<file path="config.mk">
export PLATFORM = sky130hd
export DESIGN_NAME = proximity_tag_table_aging
export DESIGN_NICKNAME = d
export VERILOG_FILES = /design/src/hw/rtl/ptta_pkg.sv /design/src/hw/rtl/proximity_tag_table_aging.sv
export SDC_FILE = /design/constraint.sdc
export NUM_CORES = 2
export LEC_CHECK = 0
export ABC_AREA = 1
export ABC_CLOCK_PERIOD_IN_PS = 20200
export BUFFER_PORTS_ARGS = -buffer_cell sky130_fd_sc_hd__buf_2
export CAP_MARGIN = 20
export CORE_MARGIN = 2
export CORE_UTILIZATION = 65
export CTS_CLUSTER_DIAMETER = 120
export DETAILED_ROUTE_END_ITERATION = 6
export PLACE_DENSITY_LB_ADDON = 0.12
export SYNTH_ARGS = -nofsm -noshare
export SYNTH_HDL_FRONTEND = slang
export SYNTH_SLANG_ARGS = --single-unit
</file>
<file path="constraint.sdc">
create_clock -name clk -period 20.2 [get_ports clk]
set_clock_uncertainty 0.05 [all_clocks]
set_input_delay 4.04 -clock clk [delete_from_list [all_inputs] [get_ports clk]]
set_output_delay 4.04 -clock clk [all_outputs]
set_load 0.05 [all_outputs]
</file>
<file path="src/hw/rtl/ptta_pkg.sv">
// Types and constants shared by the proximity tag table.
`default_nettype none

package ptta_pkg;

  // One request as it arrives on the command port
  typedef struct packed {
    logic              req_type;
    logic [47:0]       tag_address;
    logic signed [7:0] signal_strength;
    logic [23:0]       now_ticks;
  } request_t;

  // One result as it leaves on the strobe port
  typedef struct packed {
    logic [2:0]  event_kind;
    logic [47:0] entry_address;
    logic [3:0]  slot_index;
    logic [4:0]  occupied_count;
    logic        last_of_run;
  } result_t;

  // One table slot as held in the slot memory
  typedef struct packed {
    logic [47:0] address;
    logic [7:0]  strength;
    logic [23:0] seen_time;
  } slot_entry_t;

  typedef enum logic [0:0] {
    ST_IDLE,
    ST_WALK
  } state_t;

  localparam logic REQ_SIGHTING = 1'b0;
  localparam logic REQ_SWEEP    = 1'b1;

  localparam logic [2:0] EV_UPDATED = 3'd0;
  localparam logic [2:0] EV_ADDED   = 3'd1;
  localparam logic [2:0] EV_FULL    = 3'd2;
  localparam logic [2:0] EV_REMOVED = 3'd3;
  localparam logic [2:0] EV_DONE    = 3'd4;

  // Register select is paddr bit 2 (word 0 and word 1)
  localparam int          APB_ADDR_W  = 3;
  localparam logic        REG_TIMEOUT = 1'b0;
  localparam logic        REG_LIMIT   = 1'b1;

  localparam logic [23:0] TIMEOUT_RESET = 24'd32768;
  localparam logic [7:0]  LIMIT_RESET   = 8'd55;

endpackage

`default_nettype wire

</file>
<file path="src/hw/rtl/proximity_tag_table_aging.sv">
// Proximity tag table with aging: lookup, insert and sweep over a slot memory.
`default_nettype none

// Usage
// -----
// A request is taken at a rising edge with start high and busy low; busy then
// stays high until the request's last result has been shown. Every result is
// shown for exactly one cycle with result_valid high and cannot be held off,
// so the receiver must take it in that cycle. result.last_of_run marks the
// final result of a request, and busy is already low in that cycle, so a new
// request may be started there.
// Timing: the sequencer walks the slot memory one slot per cycle, the read of
// slot k+1 overlapping the check of slot k in the shared compare unit (address
// compare, 24-bit age subtract and compare, strength magnitude compare).
// A sighting that hits ends the walk at that slot; a sighting that misses and
// every sweep check all TABLE_ENTRIES slots before the last result.
// Sweep removals come out at most one per cycle, in slot order, as the walk finds
// them; the done result follows the walk. A full table drops the sighting.
// Configuration (APB, pready always high): byte address 0 presence_timeout
// (24 bit), byte address 4 strength_limit (8 bit). Only paddr bit 2 selects
// the register. Write only while busy is low. The valid flags are flip-flops
// cleared by reset, so there is no memory clearing pass; slot contents need
// no reset.

module proximity_tag_table_aging #(
  parameter int TABLE_ENTRIES = 16
) (
  input  wire logic                        clk,
  input  wire logic                        rst,
  // request port
  input  wire logic                        start,
  output      logic                        busy,
  input  wire ptta_pkg::request_t          request,
  // result port
  output      logic                        result_valid,
  output      ptta_pkg::result_t           result,
  // configuration port
  input  wire logic                        psel,
  input  wire logic                        penable,
  input  wire logic                        pwrite,
  input  wire logic [ptta_pkg::APB_ADDR_W-1:0] paddr,
  input  wire logic [31:0]                 pwdata,
  output      logic [31:0]                 prdata,
  output      logic                        pready
);
  import ptta_pkg::*;

  localparam int IDX_W = (TABLE_ENTRIES > 1) ? $clog2(TABLE_ENTRIES) : 1;
  localparam int PTR_W = $clog2(TABLE_ENTRIES + 1);
  localparam logic [PTR_W-1:0] LAST_PTR = PTR_W'(TABLE_ENTRIES);

  // ---------------------------------------------------------------------------
  // State
  // ---------------------------------------------------------------------------
  state_t                   state, state_next;
  request_t                 req_q;
  logic [23:0]              timeout_q;
  logic [7:0]               limit_q;

  logic [PTR_W-1:0]         walk_idx;      // next slot to read
  logic                     chk_vld;       // rd_data holds slot chk_idx
  logic [IDX_W-1:0]         chk_idx;
  logic                     free_found;
  logic [IDX_W-1:0]         free_idx;

  logic [TABLE_ENTRIES-1:0] slot_valid;
  logic [PTR_W-1:0]         count;

  slot_entry_t              slot_mem [TABLE_ENTRIES];
  slot_entry_t              rd_data;

  // ---------------------------------------------------------------------------
  // Shared check unit: looks at the one slot just read
  // ---------------------------------------------------------------------------
  logic        accept;
  logic        walk_rd;
  logic        chk_live;
  logic        addr_match;
  logic [23:0] age;
  logic        stale;
  logic [7:0]  abs_strength;
  logic        far;
  logic        hit;
  logic        expire;
  logic        finish;

  assign accept       = start && (state == ST_IDLE);
  assign walk_rd      = (state == ST_WALK) && (walk_idx != LAST_PTR);
  assign chk_live     = slot_valid[chk_idx];
  assign addr_match   = (rd_data.address == req_q.tag_address);
  // age wraps at 24 bits
  assign age          = req_q.now_ticks - rd_data.seen_time;
  assign stale        = (age > timeout_q);
  // -128 gives 8'h80, i.e. 128 read unsigned
  assign abs_strength = rd_data.strength[7] ? (~rd_data.strength + 8'd1)
                                            : rd_data.strength;
  assign far          = (abs_strength > limit_q);

  assign hit    = (state == ST_WALK) && chk_vld && (req_q.req_type == REQ_SIGHTING)
                  && chk_live && addr_match;
  assign expire = (state == ST_WALK) && chk_vld && (req_q.req_type == REQ_SWEEP)
                  && chk_live && (stale || far);
  // walk exhausted and the last slot checked without a hit
  assign finish = (state == ST_WALK) && !chk_vld && (walk_idx == LAST_PTR);

  // ---------------------------------------------------------------------------
  // Sequencer: next state
  // ---------------------------------------------------------------------------
  always_comb begin
    state_next = state;
    unique case (state)
      ST_IDLE: begin
        if (start) state_next = ST_WALK;
      end
      ST_WALK: begin
        if (hit || finish) state_next = ST_IDLE;
      end
      default: state_next = ST_IDLE;
    endcase
  end

  // ---------------------------------------------------------------------------
  // Sequencer: outputs and table actions
  // ---------------------------------------------------------------------------
  logic                     mem_we;
  logic [IDX_W-1:0]         mem_widx;
  slot_entry_t              mem_wdata;
  logic [TABLE_ENTRIES-1:0] slot_valid_next;
  logic [PTR_W-1:0]         count_next;
  logic                     result_valid_next;
  result_t                  result_next;

  always_comb begin
    busy              = (state != ST_IDLE);
    mem_we            = 1'b0;
    mem_widx          = chk_idx;
    mem_wdata         = '{address:   req_q.tag_address,
                          strength:  req_q.signal_strength,
                          seen_time: req_q.now_ticks};
    slot_valid_next   = slot_valid;
    count_next        = count;
    result_valid_next = 1'b0;
    result_next       = '{event_kind:     EV_DONE,
                          entry_address:  '0,
                          slot_index:     '0,
                          occupied_count: 5'(count),
                          last_of_run:    1'b1};
    priority if (hit) begin
      // refresh strength and time in place
      mem_we                     = 1'b1;
      result_valid_next          = 1'b1;
      result_next.event_kind     = EV_UPDATED;
      result_next.entry_address  = req_q.tag_address;
      result_next.slot_index     = 4'(chk_idx);
    end else if (expire) begin
      slot_valid_next[chk_idx]   = 1'b0;
      count_next                 = count - 1'b1;
      result_valid_next          = 1'b1;
      result_next.event_kind     = EV_REMOVED;
      result_next.entry_address  = rd_data.address;
      result_next.slot_index     = 4'(chk_idx);
      result_next.occupied_count = 5'(count_next);
      result_next.last_of_run    = 1'b0;
    end else if (finish) begin
      result_valid_next = 1'b1;
      if (req_q.req_type == REQ_SIGHTING) begin
        result_next.entry_address = req_q.tag_address;
        if (free_found) begin
          mem_we                     = 1'b1;
          mem_widx                   = free_idx;
          slot_valid_next[free_idx]  = 1'b1;
          count_next                 = count + 1'b1;
          result_next.event_kind     = EV_ADDED;
          result_next.slot_index     = 4'(free_idx);
          result_next.occupied_count = 5'(count_next);
        end else begin
          result_next.event_kind = EV_FULL;
        end
      end
    end else begin
      result_valid_next = 1'b0;
    end
  end

  // ---------------------------------------------------------------------------
  // Control registers
  // ---------------------------------------------------------------------------
  always_ff @(posedge clk) begin
    if (rst) begin
      state        <= ST_IDLE;
      walk_idx     <= '0;
      chk_vld      <= 1'b0;
      free_found   <= 1'b0;
      slot_valid   <= '0;
      count        <= '0;
      result_valid <= 1'b0;
    end else begin
      state        <= state_next;
      slot_valid   <= slot_valid_next;
      count        <= count_next;
      result_valid <= result_valid_next;
      if (accept) begin
        walk_idx   <= '0;
        chk_vld    <= 1'b0;
        free_found <= 1'b0;
      end else if (state == ST_WALK) begin
        chk_vld <= walk_rd;
        if (walk_rd) walk_idx <= walk_idx + 1'b1;
        // remember the lowest empty slot seen
        if (chk_vld && !chk_live && !free_found) free_found <= 1'b1;
      end
    end
  end

  // payload registers
  always_ff @(posedge clk) begin
    if (accept) req_q <= request;
    if (walk_rd) chk_idx <= walk_idx[IDX_W-1:0];
    if ((state == ST_WALK) && chk_vld && !chk_live && !free_found) free_idx <= chk_idx;
    result <= result_next;
  end

  // slot memory: one write port, one registered read port
  always_ff @(posedge clk) begin
    if (mem_we) slot_mem[mem_widx] <= mem_wdata;
    if (walk_rd) rd_data <= slot_mem[walk_idx[IDX_W-1:0]];
  end

  // ---------------------------------------------------------------------------
  // Configuration port
  // ---------------------------------------------------------------------------
  logic cfg_we;

  assign pready = 1'b1;
  assign cfg_we = psel && penable && pwrite && pready;

  always_ff @(posedge clk) begin
    if (rst) begin
      timeout_q <= TIMEOUT_RESET;
      limit_q   <= LIMIT_RESET;
    end else if (cfg_we) begin
      unique case (paddr[2])
        REG_TIMEOUT: timeout_q <= pwdata[23:0];
        REG_LIMIT:   limit_q   <= pwdata[7:0];
        default:     ;
      endcase
    end
  end

  always_comb begin
    unique case (paddr[2])
      REG_TIMEOUT: prdata = {8'd0, timeout_q};
      REG_LIMIT:   prdata = {24'd0, limit_q};
      default:     prdata = '0;
    endcase
  end

  // ---------------------------------------------------------------------------
  // Assertions
  // ---------------------------------------------------------------------------
  a_count_matches_valid: assert property (@(posedge clk) disable iff (rst)
    count == PTR_W'($countones(slot_valid)))
    else $error("occupancy count out of step with valid flags");

  a_count_bounded: assert property (@(posedge clk) disable iff (rst)
    count <= LAST_PTR)
    else $error("occupancy count above table size");

  a_last_frees_port: assert property (@(posedge clk) disable iff (rst)
    result_valid && result.last_of_run |-> !busy)
    else $error("still busy on last result of a request");

  a_mid_run_busy: assert property (@(posedge clk) disable iff (rst)
    result_valid && !result.last_of_run |-> busy)
    else $error("removal shown with sequencer idle");

  a_accept_busy: assert property (@(posedge clk) disable iff (rst)
    start && !busy |=> busy)
    else $error("request taken but sequencer not started");

  a_kind_legal: assert property (@(posedge clk) disable iff (rst)
    result_valid |-> result.event_kind <= EV_DONE)
    else $error("undefined event kind");

endmodule

`default_nettype wire
</file>
# Word level (Yosys, flattened, before mapping)
# Memories as Yosys holds them, arrays and structs flattened. A register that Yosys moved wholly into a read port is not among the register bits.
# Cells that the tools add are included.
# word_totals
ff_bits	212
mem_bits_rw	1280
word_cells	120
n_memories	1
# classes
n_addsub	5
magnitude_cmp	6
eq_ne	4
muxes	42
bitwise	8
reduce_logical	33
# memory_table
name	depth	word_bits	rd	rd_ports_with_merged_regs	wr	line_no	text
slot_mem	16	80	1	1	1	proximity_tag_table_aging.sv:69	slot_entry_t slot_mem [TABLE_ENTRIES];
# ops
operator	count
2-to-1 mux 60 bit	2
2-to-1 mux 16 bit	4
case mux 32 bit (2 select lines)	1
2-to-1 mux 59 bit	1
2-to-1 mux 52 bit	1
equality test 48 bit	1
greater-than comparator 24 bit	1
subtractor 24 bit	1
2-to-1 mux 4 bit	5
2-to-1 mux 5 bit	4
logical AND 1 bit	19
AND 16 bit	1
2-to-1 mux 1 bit	16
inverter 16 bit	1
OR 16 bit	1
adder 5 x 1 -> 5 bit, second input constant	2
< comparator 4 x 5 -> 1 bit, second input constant	2
2-to-1 mux 9 bit	1
adder 8 x 1 -> 8 bit, second input constant	1
demux 1 bit (select 4 bit)	2
>= comparator 4 x 1 -> 1 bit, second input constant	2
greater-than comparator 8 bit	1
2-to-1 mux 8 bit	1
inverter 8 bit	1
other kinds (15)	26

# Longest topological paths before layout
# logic_depth
word_depth	10
mapped_depth	26
ltp_nobuf	24

# Worst setup path before layout
# Ideal clock, no wire load.
# synth_path
kind	input to output
startpoint	input port paddr[2] (netlist bit)
endpoint	output port prdata[2]
arrival_time_ps	5322
t_required_ps	16110
setup_slack_ps	10788
path_stages	2
n_path_buf	1
cell_sequence	clkbuf_1 -> o21ai_0
# synth_between
elab_chain_len	2
# synth_rtl
element	line_no	text
start, declared	proximity_tag_table_aging.sv:41	input wire logic [ptta_pkg::APB_ADDR_W-1:0] paddr,
inverter 1 bit (no line)	-	
case mux 32 bit (2 select lines) (*)	proximity_tag_table_aging.sv:251	unique case (paddr[2])
end, declared	proximity_tag_table_aging.sv:43	output logic [31:0] prdata,
# Every way passes the cells marked *; elsewhere a longest branch is shown, timed or not. The select of a mux whose other input is x is not followed.

# Worst setup path in the final report
# layout_path
startpoint	input port paddr[2] (netlist bit)
endpoint	output port prdata[1]
# Same word-level chain as after synthesis.

==> impl_metrics.env <==
export IMPL_status="finished clean"
export IMPL_rsz0062_at_grt="no"
export IMPL_wirelength_mm=162
export IMPL_die_h_um=314
export IMPL_yosys_area_top_type="edfxtp_1"
export IMPL_fillers=6203
export IMPL_crit_start="paddr[2]"
export IMPL_synthMuxAreaShare=0
export IMPL_wire_per_inst_um=24.6
export IMPL_clockBufferDepth=3
export IMPL_clock_fmax_mhz=111
export IMPL_final_hold_viol_count=0
export IMPL_synth_compound_area_frac=0.101
export IMPL_async_reset_ff_frac=0
export IMPL_r2r_slack_ns=14.70
export IMPL_port_buffers=198
export IMPL_grtUsageMet2=0.513
export IMPL_maxSlewHeadroom=0.193
export IMPL_worstPathArrival_ns=4.91
export IMPL_r2r_start="walk_idx[1]$_SDFFE_PP0P_"
export IMPL_crit_type="in -> out"
export IMPL_cts_setup_buffers=0
export IMPL_required_ns=16.11
export IMPL_cts_root_buf="clkbuf_16"
export IMPL_nets=5350
export IMPL_syn_inst=5027
export IMPL_grt_max_degree=225
export IMPL_pwr_share_seq=0.533
export IMPL_synth_xor_area_frac=0.00814
export IMPL_finalMaxSlewViolations=0
export IMPL_diodes=0
export IMPL_overflow=0
export IMPL_peakVddDrop_mv=0.0848
export IMPL_final_common_cell="edfxtp_1"
export IMPL_ant_nets=0
export IMPL_rows=113
export IMPL_io_pins=218
export IMPL_hold_path_class="reg -> reg"
export IMPL_synth_area_top_cells="edfxtp_1, o21ai_0, nor2_1"
export IMPL_cp_max_fo=33
export IMPL_critPathLaunchType="input pin"
export IMPL_cap_violations=0
export IMPL_r2r_end="slot_mem[11][28]$_DFFE_PP_"
export IMPL_post_place_ws_ns=11.21
export IMPL_coreArea_sq_um=95000
export IMPL_clk_pin_slew_worst_paths_ns=0.05
export IMPL_drive_gt1_frac=0.103
export IMPL_seq_area_frac_synth=0.737
export IMPL_vias_per_cell=6.33
export IMPL_comb_power_share=0.055
export IMPL_setup_ws_ns=11.21
export IMPL_synth_area_sq_um=62400
export IMPL_synth_top_area_frac=0.698
export IMPL_htree_levels=4
export IMPL_route_vias_total=41531
export IMPL_first_pass_iters=6
export IMPL_grt_use_met1=0.463
export IMPL_cp_end_kind="output pin"
export IMPL_area_growth_pct=11.3
export IMPL_tightest_slew_ns=1.21
export IMPL_initial_utilization=0.657
export IMPL_synth_main_ff_cell="edfxtp_1"
export IMPL_rr_worst_depth=14
export IMPL_finish_utilization=0.731
export IMPL_yosys_warnings=0
export IMPL_p_clk_frac=0.412
export IMPL_endpoint="prdata[1]"
export IMPL_hpwl_mm=82.8
export IMPL_clk_latency_ns=0.77
export IMPL_grt_pass1_vias=39074
export IMPL_drc=0
export IMPL_swShare=0.222
export IMPL_numCtsBuffers=151
export IMPL_cts_sink_count=1572
export IMPL_postCtsHoldBufs=0
export IMPL_place_gp_congestion=0.876
export IMPL_final_cell_mix="edfxtp_1, nor2_1, o21ai_0"
export IMPL_synth_top_family_by_area="simple AND/OR/NAND/NOR gates"
export IMPL_period_minus_slack_ns=9.00
export IMPL_grt_first_pass_wirelength_mm=238
export IMPL_grt_usage=0.326
export IMPL_dieWidth_um=314
export IMPL_hp_start="slot_valid[8]$_SDFFE_PP0P_"
export IMPL_syn_area_per_cell_sq_um=12.4
export IMPL_dr_first_iter_drc_count=5341
export IMPL_cts_repair_resized=0
export IMPL_power_switching_w=0.00152
export IMPL_die_area_sq_um=98500
export IMPL_p_leak_nw=24.2
export IMPL_met3_usage=0.0614
export IMPL_synth_adder_area_share=0.0124
export IMPL_setup_viol=0
export IMPL_grt_busiest_layer="met2"
export IMPL_p_per_area_nw_per_um2=98.6
export IMPL_cts_tree="built"
export IMPL_tns_ns=0
export IMPL_internal_power_w=0.00533
export IMPL_antenna_found_initial=2
export IMPL_synth_simple_area_share=0.111
export IMPL_layout_worst_path_cycle_share=0.445
export IMPL_synth_distinct_cells=50
export IMPL_synth_edf_count=1449
export IMPL_synth_seq_cells=1572
cell usage after synthesis, types with 3 or more instances:
| cell | number |
|---|---|
| a21oi_1 | 89 |
| xor2_1 | 34 |
| nand4_1 | 100 |
| buf_4 | 14 |
| o21bai_1 | 6 |
| clkinv_1 | 4 |
| buf_6 | 7 |
| inv_1 | 165 |
| or2_2 | 6 |
| nand2_1 | 697 |
| edfxtp_1 | 1449 |
| nand3_2 | 3 |
| and2_1 | 3 |
| xnor2_1 | 24 |
| clkbuf_1 | 208 |
| nor4_1 | 7 |
| nor3_1 | 17 |
| a21o_1 | 5 |
| buf_1 | 11 |
| o21a_1 | 3 |
| buf_2 | 45 |
| nand3_1 | 69 |
| inv_2 | 11 |
| nor2_1 | 784 |
| o21ai_0 | 720 |
| o21ai_1 | 3 |
| nand2_2 | 9 |
| ha_1 | 60 |
| o22ai_1 | 321 |
| dfxtp_1 | 123 |
registers in the layout (all words and copies together) (netlist names), 5 cells and up:
register    count
slot_valid     16
timeout_q      24
walk_idx        5
slot_mem     1280
limit_q         8
rd_data        80
count           5
mem_wdata      80
result         61
layout make-up:
| cell class | instances | area, sq um | share of cell area |
|---|---|---|---|
| Timing Repair Buffer | 265 | 1520 | 0.0219 |
| Clock inverter | 85 | 926 | 0.0133 |
| Tap cell | 1265 | 1580 | 0.0228 |
| Inverter | 181 | 702 | 0.0101 |
| Clock buffer | 196 | 4070 | 0.0586 |
| Sequential cell | 1572 | 46000 | 0.662 |
| Multi-Input combinational cell | 2996 | 14700 | 0.211 |
layer usage:
layer	part of all wire	wire length, um	vias to the layer above
li1	-	-	18420
met1	0.39	62600	20254
met2	0.47	75900	2450
met3	0.11	17900	405
met4	0.032	5200	2
met5	0.000080	13	-
power groups by stage:
stage / clock network, W / logic [W] / registers (W)
after floorplan: 0 / 0.000261 / 0.00369
after global placement: 0 / 0.000361 / 0.00372
after detailed placement: 0 / 0.000370 / 0.00372
after CTS: 0.00284 / 0.000373 / 0.00365
after global routing: 0.00296 / 0.000417 / 0.00365
final: 0.00282 / 0.000378 / 0.00365
logic make-up (layout without fill, tap and decap cells):
kind of cell / after synthesis / count (layout)
fa+ha+maj: 61 / 61
compound gates: 1159 / 1159
xor+xnor: 58 / 58
simple gates: 1709 / 1709
other cells: 2 / 9
flops: 1572 / 1572
buf+inv: 466 / 727
per-stage QoR:
step | area [sq um] | hold slack (ns) | power, W | std cells
global placement | 64400 | 0.399 | 0.00408 | 6278
finish | 69500 | 0.410 | 0.00685 | 6560
detailed placement | 64400 | 0.401 | 0.00409 | 6278
global route | 69500 | 0.423 | 0.00703 | 6560
floorplan | 62400 | 0.382 | 0.00395 | 5034
CTS | 69400 | 0.410 | 0.00687 | 6559
worst max-delay path: stages:
cell	delay, ns
buf_2	0.39
nand2_1	0.11
o21ai_0	0.08
buf_2	0.28
how the worst min path moves through the flow:
stage,slack [ns],cells past startpoint,endpoint
floorplan,0.38,0,chk_idx[1]$_DFFE_PP_
global placement,0.40,2,slot_valid[12]$_SDFFE_PP0P_
detailed placement,0.40,2,slot_valid[12]$_SDFFE_PP0P_
CTS,0.41,2,slot_valid[12]$_SDFFE_PP0P_
global route,0.42,2,slot_valid[4]$_SDFFE_PP0P_
finish,0.41,2,slot_valid[8]$_SDFFE_PP0P_
(Power assumes the default switching activity.)
